<file path="src/rtl/core/rcms_pkg.sv">
// Types and codes shared by the radio carrier state machine.
// No dependencies; imported by every module of the block.
`default_nettype none

package rcms_pkg;

   // Event codes carried in req_type
   typedef enum logic [2:0] {
      EV_SW_ACT_REP  = 3'd0,
      EV_STATE_REP   = 3'd1,
      EV_ATTR_ACK    = 3'd2,
      EV_OPSTART_ACK = 3'd3,
      EV_OPSTART_NAK = 3'd4,
      EV_FORCE_LOCK  = 3'd5,
      EV_LINK_DOWN   = 3'd6
   } rcms_event_type;

   // Operational state of the carrier
   typedef enum logic [1:0] {
      ST_NOT_INSTALLED = 2'd0,
      ST_DEPENDENCY    = 2'd1,
      ST_OFFLINE       = 2'd2,
      ST_ENABLED       = 2'd3
   } rcms_mode_type;

   // Administrative command codes
   localparam logic [1:0] ADM_NONE   = 2'd0;
   localparam logic [1:0] ADM_UNLOCK = 2'd1;
   localparam logic [1:0] ADM_LOCK   = 2'd2;

   // Reported availability codes
   localparam logic [2:0] AV_NOT_INSTALLED = 3'd0;
   localparam logic [2:0] AV_POWER_OFF     = 3'd1;
   localparam logic [2:0] AV_DEPENDENCY    = 3'd2;
   localparam logic [2:0] AV_OFFLINE       = 3'd3;
   localparam logic [2:0] AV_OK            = 3'd4;

   typedef struct packed {
      logic [2:0] req_type;
      logic       rep_operational;
      logic [2:0] rep_availability;
      logic       rep_admin_unlocked;
      logic       stored_admin_unlocked;
      logic       lock_request;
   } rcms_req_type;

   typedef struct packed {
      logic [1:0] carrier_state;
      logic       send_set_attr;
      logic [1:0] adm_command;
      logic       send_opstart;
      logic       event_rejected;
   } rcms_rsp_type;

   typedef struct packed {
      rcms_mode_type mode;
      logic          attr_sent;
      logic          attr_acked;
      logic          unlock_sent;
      logic          opstart_pending;
      logic          forced_lock;
   } rcms_state_type;

endpackage

`default_nettype wire

</file>
<file path="src/rtl/core/rcms_event_logic.sv">
// Next-state and command logic for one event against the current carrier state.
// Depends on rcms_pkg.
`default_nettype none

module rcms_event_logic (
   input  rcms_pkg::rcms_req_type   req,
   input  rcms_pkg::rcms_state_type cur,
   output rcms_pkg::rcms_state_type nxt,
   output rcms_pkg::rcms_rsp_type   rsp
);
   import rcms_pkg::*;

   rcms_event_type ev;
   rcms_mode_type  tgt;
   logic           tgt_move;
   logic           run_pass;
   logic           pass_admin;
   logic           pass_allow_op;
   logic           set_attr;
   logic [1:0]     adm;
   logic           opstart;
   logic           rejected;
   rcms_state_type mid;

   assign ev = rcms_event_type'(req.req_type);

   // Target state of a state report
   always_comb begin
      tgt      = cur.mode;
      tgt_move = 1'b0;
      if (req.rep_operational) begin
         tgt      = ST_ENABLED;
         tgt_move = (cur.mode != ST_ENABLED);
      end else begin
         unique case (req.rep_availability)
            AV_NOT_INSTALLED, AV_POWER_OFF: begin
               tgt      = ST_NOT_INSTALLED;
               tgt_move = 1'b1;
            end
            AV_DEPENDENCY: begin
               tgt      = ST_DEPENDENCY;
               tgt_move = 1'b1;
            end
            AV_OFFLINE, AV_OK: begin
               tgt      = ST_OFFLINE;
               tgt_move = 1'b1;
            end
            default: begin
               tgt      = cur.mode;
               tgt_move = 1'b0;
            end
         endcase
      end
   end

   // Event decode: state moves, rejections, forced-lock commands and which configuration pass runs
   always_comb begin
      mid           = cur;
      adm           = ADM_NONE;
      rejected      = 1'b0;
      run_pass      = 1'b0;
      pass_admin    = req.stored_admin_unlocked;
      pass_allow_op = 1'b0;
      unique case (ev) inside
         EV_SW_ACT_REP: begin
            rejected = (cur.mode != ST_NOT_INSTALLED);
         end
         EV_STATE_REP: begin
            if (tgt_move) begin
               if (tgt == cur.mode) begin
                  // re-report of current state: dependency or offline runs a pass with reported admin bit
                  if (tgt == ST_DEPENDENCY || tgt == ST_OFFLINE) begin
                     run_pass      = 1'b1;
                     pass_admin    = req.rep_admin_unlocked;
                     pass_allow_op = (tgt == ST_OFFLINE);
                  end
               end else begin
                  mid.mode = tgt;
                  if (tgt == ST_NOT_INSTALLED || tgt == ST_ENABLED) begin
                     mid.attr_sent       = 1'b0;
                     mid.attr_acked      = 1'b0;
                     mid.unlock_sent     = 1'b0;
                     mid.opstart_pending = 1'b0;
                  end else begin
                     run_pass      = 1'b1;
                     pass_allow_op = (tgt == ST_OFFLINE);
                  end
               end
            end
         end
         EV_ATTR_ACK: begin
            if (cur.mode == ST_DEPENDENCY || cur.mode == ST_OFFLINE) begin
               mid.attr_acked = 1'b1;
               mid.attr_sent  = 1'b0;
               run_pass       = 1'b1;
               pass_allow_op  = (cur.mode == ST_OFFLINE);
            end else begin
               rejected = 1'b1;
            end
         end
         EV_OPSTART_ACK, EV_OPSTART_NAK: begin
            mid.opstart_pending = 1'b0;
         end
         EV_FORCE_LOCK: begin
            mid.forced_lock = req.lock_request;
            adm             = req.lock_request ? ADM_LOCK : ADM_UNLOCK;
         end
         EV_LINK_DOWN: begin
            if (cur.mode != ST_NOT_INSTALLED) begin
               mid.mode            = ST_NOT_INSTALLED;
               mid.attr_sent       = 1'b0;
               mid.attr_acked      = 1'b0;
               mid.unlock_sent     = 1'b0;
               mid.opstart_pending = 1'b0;
            end
         end
         default: begin
            rejected = 1'b1;
         end
      endcase
   end

   // Configuration pass on the updated flags
   always_comb begin
      nxt      = mid;
      set_attr = 1'b0;
      opstart  = 1'b0;
      rsp.adm_command = adm;
      if (run_pass) begin
         if (!mid.attr_sent && !mid.attr_acked) begin
            nxt.attr_sent = 1'b1;
            set_attr      = 1'b1;
         end
         if (!mid.forced_lock && !pass_admin && !mid.unlock_sent) begin
            nxt.unlock_sent = 1'b1;
            rsp.adm_command = ADM_UNLOCK;
         end
         if (pass_allow_op && pass_admin && mid.attr_acked && !mid.opstart_pending) begin
            nxt.opstart_pending = 1'b1;
            opstart             = 1'b1;
         end
      end
      rsp.carrier_state  = mid.mode;
      rsp.send_set_attr  = set_attr;
      rsp.send_opstart   = opstart;
      rsp.event_rejected = rejected;
   end

endmodule

`default_nettype wire

</file>
<file path="src/rtl/core/radio_carrier_mo_state_machine_top.sv">
// Radio carrier operational state machine: top level with input and result registers.
// Depends on rcms_pkg and rcms_event_logic.
//
// Each accepted event yields exactly one result item: the event sits in an input register,
// and the state and flag logic evaluates it and writes the carrier state and the result
// register together, so the next event sees the updated state. One event is taken every
// cycle while the result side is not stalled. The result register holds a finished item
// while a new event is accepted.
`default_nettype none

module radio_carrier_mo_state_machine_top (
   input  wire                    clock,
   input  wire                    reset,
   input  wire                    req_valid,
   output logic                   req_ready,
   input  rcms_pkg::rcms_req_type req_data,
   output logic                   rsp_valid,
   input  wire                    rsp_ready,
   output rcms_pkg::rcms_rsp_type rsp_data
);
   import rcms_pkg::*;

   logic           in_valid_ff, in_valid_in;
   rcms_req_type   in_data_ff;
   logic           rsp_valid_ff, rsp_valid_in;
   rcms_rsp_type   rsp_data_ff;
   rcms_state_type state_ff;
   rcms_state_type state_nxt;
   rcms_rsp_type   rsp_nxt;
   logic           advance;

   assign advance   = in_valid_ff && (!rsp_valid_ff || rsp_ready);
   assign req_ready = !in_valid_ff || advance;

   rcms_event_logic u_event_logic (
      .req (in_data_ff),
      .cur (state_ff),
      .nxt (state_nxt),
      .rsp (rsp_nxt)
   );

   always_comb begin
      in_valid_in = in_valid_ff;
      if (req_ready) begin
         in_valid_in = req_valid;
      end
      rsp_valid_in = rsp_valid_ff;
      if (advance) begin
         rsp_valid_in = 1'b1;
      end else if (rsp_ready) begin
         rsp_valid_in = 1'b0;
      end
   end

   always_ff @(posedge clock) begin
      if (reset) begin
         in_valid_ff  <= 1'b0;
         rsp_valid_ff <= 1'b0;
         state_ff     <= '{mode: ST_NOT_INSTALLED, default: 1'b0};
      end else begin
         in_valid_ff  <= in_valid_in;
         rsp_valid_ff <= rsp_valid_in;
         if (advance) begin
            state_ff <= state_nxt;
         end
      end
   end

   always_ff @(posedge clock) begin
      if (req_valid && req_ready) begin
         in_data_ff <= req_data;
      end
      if (advance) begin
         rsp_data_ff <= rsp_nxt;
      end
   end

   assign rsp_valid = rsp_valid_ff;
   assign rsp_data  = rsp_data_ff;

endmodule

`default_nettype wire

</file>
<file path="config.mk">
export PLATFORM = sky130hd
export DESIGN_NAME = radio_carrier_mo_state_machine_top
export DESIGN_NICKNAME = d
export VERILOG_FILES = /design/src/rtl/core/rcms_pkg.sv /design/src/rtl/core/rcms_event_logic.sv /design/src/rtl/core/radio_carrier_mo_state_machine_top.sv
export SDC_FILE = /design/constraint.sdc
export NUM_CORES = 1
export LEC_CHECK = 0
export BUFFER_PORTS_ARGS = -buffer_cell sky130_fd_sc_hd__buf_2
export CAP_MARGIN = 15
export CORE_MARGIN = 5
export CORE_UTILIZATION = 59
export DETAILED_ROUTE_END_ITERATION = 6
export GPL_TIMING_DRIVEN = 0
export PLACE_DENSITY = 0.86
export SLEW_MARGIN = 20
export SYNTH_ARGS = -nofsm -noshare
export SYNTH_HDL_FRONTEND = slang
export SYNTH_SLANG_ARGS = --single-unit
export TNS_END_PERCENT = 1
</file>
<file path="constraint.sdc">
create_clock -name clock -period 3.5 [get_ports clock]
set_input_delay 0.7 -clock clock [delete_from_list [all_inputs] [get_ports clock]]
set_output_delay 0.7 -clock clock [all_outputs]
set_load 0.01 [all_outputs]
</file>
# == Word-level counts from Yosys, hierarchy flattened ==
# Cells that the tools add are included.
# classes
n_eq_ne,17
muxes,45
reduce_logical,31
# ops
cell,count
$mux 1,26
$mux 6,3
$mux 2,7
$eq 3x2->1 const B,4
$eq 3x3->1 const B,4
$pmux 2 s3,2
$reduce_or 5->1,2
$logic_and 1x1->1,8
$logic_not 1->1,8
$eq 2x2->1 const B,3
$eq 3x1->1 const B,2
$logic_not 3->1,2
$pmux 1 s2,3
$pmux 1 s3,2
$reduce_or 2->1,3
$logic_or 1x1->1,5
$eq 2x1->1 const B,2
$mux 4,1
$pmux 2 s2,1
$reduce_bool 2->1,2
$eq 2x2->1,1
$logic_not 2->1,1
$ne 2x2->1 const B,1
# word_totals
ff_bits,26
input_bits,14
output_inout_bits,9
elab_cells,112

# == Logic depth before layout (Yosys ltp) ==
# Gate-level depths: netlist of the first run.
# logic_depth
depth_word,15
depth_mapped,10
ltp_nobuf,10

# == By module ==
# A second synthesis of the first run with hierarchy kept.
# unflattened
cells_unflattened,158
hier_area_um2,1570.3
# by_module_without_submodules
module,instances,cells_each,area_each_um2,seq_area_each_um2
radio_carrier_mo_state_machine_top,1,57,910.9,690.7
rcms_event_logic,1,101,659.4,0.0

# == Least setup slack after synthesis of the first run ==
# No wires, ideal clock.
# synth_path
path_type,reg-to-reg
from,reg in_data_ff[3] in the netlist's numbering
to,reg rsp_data_ff (netlist bit rsp_data[2]) (data pin)
setup_time_ns,0.170
arrival_time_ns,2.224
required_ns,3.330
path_slack_ns,1.106
path_stages_with_launch,10
path_buffers,0
period_less_slack_ns,2.394
cell_sequence,edfxtp_1 > and2_1 > nor2b_1 > a211oi_1 > inv_1 > ha_1 > or2_1 > o32ai_1 > a21oi_1 > o32ai_2
# synth_rtl
item,line,source
start: declaration,radio_carrier_mo_state_machine_top.sv:24,rcms_req_type in_data_ff;
start signal: assignment,radio_carrier_mo_state_machine_top.sv:71,in_data_ff <= req_data;
end signal: assignment,radio_carrier_mo_state_machine_top.sv:74,rsp_data_ff <= rsp_nxt;
end: declaration,radio_carrier_mo_state_machine_top.sv:26,rcms_rsp_type rsp_data_ff;

==> results_dict.tcl, run 1 <==
set metrics [dict create \
    status "finished clean" \
    rsz0062_at_grt "no" \
    drt_first_iter_violations 55 \
    cts.clk_slew.worst_paths_ns 0.16 \
    cts_tree "built" \
    antenna_found_initial 0 \
    ctsHoldBuffers 0 \
    cp_slowest_stage_delay_ns 0.47 \
    cts.sinks 26 \
    hp-class "register to register" \
    dp_hpwl_um 2350 \
    grt_usage_pct 18.6 \
    crit_fanout 5 \
    dp.cells 191 \
    cts_resized 0 \
    ys_warn_count 0 \
    initial_utilization_pct 62.4 \
    worst-path-stages 9 \
    first_pass_iters 5 \
    routed_wl_um 3070 \
    path_delay_family "compound AO/OA/AOI/OAI gates" \
    place_congestion 0.923 \
    grt_pass1_wl_um 5020 \
    htreeDepth 1 \
    worst_path_max_delay_cell "edfxtp_1" \
    via_count 1173 \
    viasPerCell 6.02 \
    finalSetupTns_ns 0 \
    layout_commonest_cell "buf_2" \
    startpoint_type "register" \
    worst_pin_slew_ns 0.454 \
    slew_violations 0 \
    cp.arrival_ns 2.93 \
    cp.required_ns 3.67 \
    holdPathStages 2 \
    ctsRootBufferMaster "clkbuf_4" \
    synth-seq-cells 26 \
    reg2reg_depth 9 \
    mostFrequentLayoutCells "buf_2, edfxtp_1, a21oi_1, nand2_1, dfxtp_1" \
    path_buf_inv 1 \
    path_cells "and2_1 > nor2b_1 > a211oi_1 > inv_1 > ha_1 > or2_1 > o32ai_1 > a21oi_1 > o32ai_2" \
    fp.dieW_um 58.8 \
    yosysUniqueCellTypes 42 \
    wl_per_cell_um 15.7 \
    area_growth_pct 13.7 \
    syn_inst 141 \
    setup_violations 0 \
    cts_buffer_depth 2 \
    drv_cap 0 \
    diodes 0 \
    core_um2 2250 \
    fin_crit_ns 2.76 \
    irDropWorstVdd_v 0.000405 \
    p_leak_nw 0.612 \
    route.detailed.drc 0 \
    drive_gt1_share_pct 24.0 \
    rows 17 \
    io_pins 23 \
    relSlewSlack_pct 69.7 \
    syn_avg_cell_area_um2 9.97 \
    critical_path_class "register to register" \
    grt_pass1_vias 1101 \
    skew_ns 0.0127 \
    fin_cells 195 \
    post_cts_buffers 0 \
    max_freq_mhz 362 \
    end_kind "register" \
    grt_overflow_total 0 \
    power_density_nw_per_um2 384 \
    die_h_um 58.8 \
    seq_area_frac_synth_pct 49.1 \
    grt_max_degree 16 \
    synth.cell_area_um2 1410 \
    finalHoldViolCount 0 \
    synthesis.nets 159 \
    fin_crit_sh_pct 78.9 \
    port_buffers 22 \
    numCtsBuffers 3 \
    die-area_um2 3460 \
    fin_nets 186 \
    clk_latency_ns 0.33 \
    antenna_left 0 \
]
[worst paths after layout]
path                 end  slack (ns)          start
min reg2reg  state_ff[2]        0.49    state_ff[2]
max          rsp_data[2]        0.74  in_data_ff[3]
min          state_ff[2]        0.49    state_ff[2]
max reg2reg  rsp_data[2]        0.74  in_data_ff[3]
[report_power, final]
group | internal, mW | leakage (nW) | total (mW) | switching, mW
Clock | 0.0874 | 0.0261 | 0.184 | 0.0969
Sequential | 0.343 | 0.235 | 0.354 | 0.0106
Combinational | 0.0296 | 0.350 | 0.0762 | 0.0466
[Yosys cell counts]
cell type	n	area [µm²]
clkbuf_1	2	7.51
a21oi_1	16	80.1
inv_2	1	3.75
and2_1	2	12.5
or3_1	2	12.5
nor2_1	8	30.0
mux2i_1	2	20.0
o211a_1	1	10.0
nand2_1	15	56.3
o211ai_1	1	7.51
a211oi_1	1	7.51
o21ai_0	8	40.0
o211ai_2	1	12.5
o311ai_2	2	32.5
a2111oi_2	1	15.0
or2_1	1	6.26
buf_2	2	10.0
o21ai_2	1	8.76
a21boi_1	1	7.51
and3_1	1	6.26
inv_1	7	26.3
nand4_1	1	6.26
a31oi_2	1	12.5
nand3_1	6	30.0
and3_2	1	7.51
o21bai_1	2	15.0
a41oi_1	1	8.76
nor2b_1	6	37.5
dfxtp_1	9	180
buf_1	1	3.75
edfxtp_1	17	510
a211oi_2	1	12.5
or2_2	1	6.26
o2111ai_1	1	8.76
nor3b_2	1	12.5
ha_1	4	50.1
o32ai_1	2	17.5
a21o_1	1	7.51
nand2b_1	3	18.8
o221a_1	1	11.3
nor3_1	4	20.0
o32ai_2	1	16.3
[stage by stage]
stage	hold WS [ns]	cell area, µm²	utilization, %	power, mW	setup slack, ns
after floorplan	0.434	1410	-	0.408	1.11
after global placement	0.443	1550	68.8	0.432	0.866
after detailed placement	0.462	1550	68.8	0.435	0.825
after CTS	0.483	1600	70.9	0.610	0.803
after global routing	0.514	1600	70.9	0.636	0.607
final	0.485	1600	70.9	0.614	0.737
[metal layers]
metal / track usage (%) / wire length, µm / vias to the layer above
met5: 0 / 0 / -
met4: 5.50 / 46 / 0
met3: 3.95 / 227 / 8
met2: 31.1 / 1490 / 55
met1: 24.0 / 1300 / 538
li1: - / - / 572
[registers in the layout, indices dropped and copies added (netlist names)]
register,cells
state_ff,7
rsp_data,7
rsp_valid,1
in_data_ff,10
in_valid_ff,1
[final cells by class]
type,count,area (µm²)
sequential,26,691
multi-input combinational,102,664
fill,189,656
timing repair buffer,22,110
clock buffer,4,47.5
tap,28,35.0
inverter,8,30.0
buffer,5,21.3
[kinds of logic after synthesis]
group	share of synthesized area (%)
multiplexers	1.42
adder cells (fa/ha/maj)	3.56
buffers and inverters	3.65
AO/OA/AOI/OAI	23.6
flip-flops	49.1
AND/OR/NAND/NOR	18.7
[worst min-delay path, delay by kind of cell (launching register included)]
kind               cells  cell delay, ns
AOI/OAI and AO/OA      1            0.06
and+or+nand+nor        1            0.06
DFF                    1            0.34
Power figures use the tool's default switching activity.
==> run 2, diff against run 1 <==
- CORE_UTILIZATION: 59 -> 55
- PLACE_DENSITY: 0.86 -> 0.81
- clock period: 3.5 -> 2.55 ns (I/O delays scaled with it)
==> run 2 against run 1 <==
Effect of this change: critical path depth stayed put; die area is 6.0% higher; via count is 4.7% higher; sequential share of layout area is 2.1 points lower; combinational power is 57% higher; critical endpoint is now rsp_data[4]; highest routed layer unchanged.
==> results_dict.tcl, run 2 (synthesis gave the netlist of run 1 again) <==
set metrics [dict create \
    grt_overflow_total 0 \
    port_buffers 22 \
    core_um2 2450 \
    finalHoldViolCount 0 \
    grt_pass1_wl_um 5090 \
    wl_per_cell_um 15.7 \
    dp_slack_ns -0.154 \
    grt_max_degree 16 \
    cts_buffer_depth 2 \
    largest_register_ff_count 10 \
    power_density_nw_per_um2 527 \
    clk_latency_ns 0.33 \
    finalSetupTns_ns 0 \
    cp.required_ns 2.72 \
    rsz0062_at_grt "yes" \
    cts.clk_slew.worst_paths_ns 0.14 \
    layout_commonest_cell "buf_2" \
    die_h_um 60.6 \
    drv_cap 0 \
    cp.arrival_ns 2.64 \
    initial_utilization_pct 57.3 \
    cts_tree "built" \
    die-area_um2 3670 \
    mostFrequentLayoutCells "buf_2, edfxtp_1, nand2_1, a21oi_1, dfxtp_1" \
    grt_pass1_vias 1173 \
    numCtsBuffers 3 \
    setup_violations 0 \
    diodes 0 \
    worst_pin_slew_ns 0.503 \
    ctsRootBufferMaster "clkbuf_4" \
    end_kind "register" \
    antenna_found_initial 0 \
    route.detailed.drc 0 \
    htreeDepth 1 \
    critical_path_class "register to register" \
    p_leak_nw 0.642 \
    dp_hpwl_um 2310 \
    startpoint_type "register" \
    place_congestion 0.932 \
    cts.sinks 26 \
    routed_wl_um 3170 \
    fin_crit_ns 2.47 \
    relSlewSlack_pct 66.5 \
    fin_ws_ns 0.0770 \
    fp.dieW_um 60.6 \
    grt_usage_pct 18.8 \
    antenna_left 0 \
    status "finished clean" \
    area_growth_pct 19.4 \
    first_pass_iters 4 \
    slew_violations 0 \
    fin_nets 191 \
    drt_first_iter_violations 50 \
    max_freq_mhz 404 \
    irDropWorstVdd_v 0.000428 \
    top_register "in_data_ff" \
    crit_fanout 4 \
    io_pins 23 \
    viasPerCell 6.08 \
    skew_ns 0.0108 \
    hp-class "input port to register" \
    via_count 1228 \
    dp.cells 193 \
    nFillCells 199 \
    fin_cells 202 \
    drive_gt1_share_pct 29.7 \
    total_power_uw 885 \
    fin_crit_sh_pct 97.0 \
    rows 18 \
]
[run 2: changes by cell type in the layout (fill, tap and decap cells not counted), sizes merged]
| cell | before | now |
|---|---|---|
| clkbuf | 6 | 5 |
| buf | 25 | 30 |
| bufinv | 0 | 1 |
[run 2: final timing paths]
check | start | cells after the start | to | slack (ns)
worst max register to register | in_data_ff[4] | 9 | rsp_data[4] | 0.08
worst min register to register | state_ff[2] | 2 | state_ff[2] | 0.50
worst max-delay path | in_data_ff[4] | 9 | rsp_data[4] | 0.08
worst min-delay path | req_data[3] | 1 | in_data_ff[3] | 0.34
[run 2: cell type report]
class                      count  area, µm²  area share, %
tap                           30       37.5           2.24
timing repair buffer          27        148           8.79
multi-input combinational    102        699           41.7
inverter                       8       30.0           1.79
sequential                    26        691           41.1
clock inverter                 1       30.0           1.79
clock buffer                   3       22.5           1.34
buffer                         5       21.3           1.27
[run 2: timing repair]
| item | 4_1_cts | 5_1_grt |
|---|---|---|
| setup buffers | 3 | 2 |
| setup endpoints to repair | 6 | 6 |
| gates resized for setup | 1 | 5 |
| pin swaps | 1 | 1 |
| hold buffers | 0 | 0 |
[run 2: metrics by stage]
step           hold WS (ns)  utilization, %  cell area (µm²)
4_1_cts               0.336            66.6             1630
3_5_place_dp          0.491            63.3             1550
2_1_floorplan         0.434               -             1410
5_1_grt               0.320            68.4             1680
3_3_place_gp          0.443            63.3             1550
6_report              0.342            68.4             1680
[run 2: critical path, stage by stage, from the launching register on]
cell and delay, ns:
edfxtp_1 0.43, and2_1 0.18, nor2b_1 0.14, a211oi_2 0.28, inv_1 0.12, ha_4 0.30
nand2_1 0.06, or3_1 0.37, a21o_1 0.23, a211oi_2 0.21
[run 2: report_power, final]
group / internal [mW] / total (mW) / leakage, nW / switching [mW]
clock network: 0.159 / 0.282 / 0.0279 / 0.123
logic: 0.0501 / 0.120 / 0.378 / 0.0698
registers: 0.471 / 0.484 / 0.235 / 0.0131
[run 2: metal layers]
layer  up-vias  global-route usage, %  routed length (µm)
met5         -                      0                   0
met3         7                   3.83                 260
met4         0                   8.36                  46
met2        55                   32.8                1610
met1       582                   22.1                1260
li1        584                      -                   -
==> run 3, diff against run 2 <==
- CORE_ASPECT_RATIO: default -> 0.75
==> run 3 against run 2 <==
Effect of this change: setup slack gained 0.030 ns; sequential cell count is the same; first-iteration DRC count grew 46%; clock-buffer cell count is the same; utilization grew 2.0 points; largest cell class unchanged.
==> results_dict.tcl, run 3 (synthesis gave the netlist of run 1 again) <==
set metrics [dict create \
    first_pass_iters 4 \
    path_delay_family "simple AND/OR/NAND/NOR gates" \
    initial_utilization_pct 59.5 \
    antenna_left 0 \
    design_area_um2 1660 \
    cts_tree "built" \
    grt_pass1_vias 1106 \
    hold_slack_ns 0.354 \
    cts.sinks 26 \
    die_h_um 53.8 \
    worst_path_max_delay_cell "edfxtp_1" \
    crit_fanout 4 \
    power_density_nw_per_um2 465 \
    slew_violations 0 \
    total_power_uw 774 \
    dp_hpwl_um 2180 \
    io_pins 23 \
    place_congestion 0.953 \
    die-area_um2 3680 \
    layout_commonest_cell "buf_2" \
    viasPerCell 5.62 \
    wl_met2_um 1360 \
    drv_cap 0 \
    top_layer "met4" \
    ctsHoldBuffers 0 \
    end_kind "register" \
    fp.dieW_um 68.4 \
    top_register "in_data_ff" \
    core_um2 2360 \
    via_count 1158 \
    p_leak_nw 0.630 \
    hp-class "input port to register" \
    largest_register_ff_count 10 \
    cp.arrival_ns 2.63 \
    routed_wl_um 2950 \
    rows 15 \
    max_freq_mhz 409 \
    mostFrequentLayoutCells "buf_2, edfxtp_1, nand2_1, a21oi_1, dfxtp_1" \
    route.detailed.drc 0 \
    clk_latency_ns 0.33 \
    wl_per_cell_um 14.3 \
    numCtsBuffers 3 \
    fin_crit_sh_pct 95.8 \
    drive_gt1_share_pct 29.1 \
    drt-met1-wl_um 1330 \
    grt_usage_pct 18.6 \
    worst_pin_slew_ns 0.476 \
    startpoint_type "register" \
    grt_max_degree 15 \
    skew_ns 0.0107 \
    ctsRootBufferMaster "clkbuf_4" \
    diodes 0 \
    fin_util_pct 70.4 \
    area_growth_pct 18.3 \
    drt_first_iter_violations 73 \
    setup_violations 0 \
    htreeDepth 1 \
    antenna_found_initial 0 \
    grt_overflow_total 0 \
    cp.required_ns 2.74 \
    fin_nets 191 \
    path_cells "and2_1 > nor2b_1 > a211oi_2 > inv_1 > ha_1 > nand2_1 > or3_1 > o311ai_2 > a21boi_1" \
    cts.clk_slew.worst_paths_ns 0.13 \
    fin_crit_ns 2.44 \
    place_area_um2 1560 \
    dp_slack_ns -0.0952 \
    grt_pass1_wl_um 4890 \
    critical_path_class "register to register" \
    relSlewSlack_pct 68.3 \
    path_buf_inv 1 \
    cts_buffer_depth 2 \
    irDropWorstVdd_v 0.000317 \
    port_buffers 22 \
    finalHoldViolCount 0 \
    fin_ws_ns 0.107 \
    status "finished clean" \
    dr_wl_met3_um 178 \
    cp_slowest_stage_delay_ns 0.40 \
]
## run 3: path summary, 6_finish.rpt
path	start	to	slack, ns	cells past startpoint
worst max-delay path	in_data_ff[3]	rsp_data[1]	0.11	9
worst min-delay path	req_data[1]	in_data_ff[1]	0.35	1
worst max register to register	in_data_ff[3]	rsp_data[1]	0.11	9
worst min register to register	state_ff[2]	state_ff[2]	0.49	2
## run 3: layout make-up
class	instances	area, µm²
clock inverters	1	3.75
clock buffers	3	22.5
multi-input cells	102	706
plain buffers	5	21.3
fillers	180	701
repair buffers	27	148
inverters	8	30.0
flip-flops and latches	26	691
well taps	34	42.5
## run 3: where the power goes
group          total (mW)  internal [mW]  switching (mW)  leakage [nW]
Sequential          0.484          0.470          0.0133         0.235
Combinational       0.117         0.0481          0.0688         0.379
Clock               0.173         0.0576           0.116        0.0154
## run 3: worst reg2reg max path: stages, from the launching register on
cell      delay [ns]
edfxtp_1        0.40
and2_1          0.20
nor2b_1         0.14
a211oi_2        0.23
inv_1           0.08
ha_1            0.34
nand2_1         0.08
or3_1           0.35
o311ai_2        0.28
a21boi_1        0.21
## run 3: layer usage
metal	vias to the layer above	GRT usage, %
met3	11	5.01
met5	-	0
met1	519	23.0
met2	45	30.0
met4	0	9.24
li1	583	-
## run 3: repair_timing
item / in CTS / in global routing
pin swaps: 1 / 4
endpoints found under the setup margin: 6 / 5
resized for setup: 2 / 5
buffers inserted: 3 / 2
gates cloned: 0 / 0
## run 3: through the flow
stage | TNS (ns) | cells
after floorplan | 0 | 141
after global placement | -0.0690 | 197
after detailed placement | -0.318 | 197
after CTS | 0 | 204
after global routing | -0.0231 | 206
final | 0 | 206
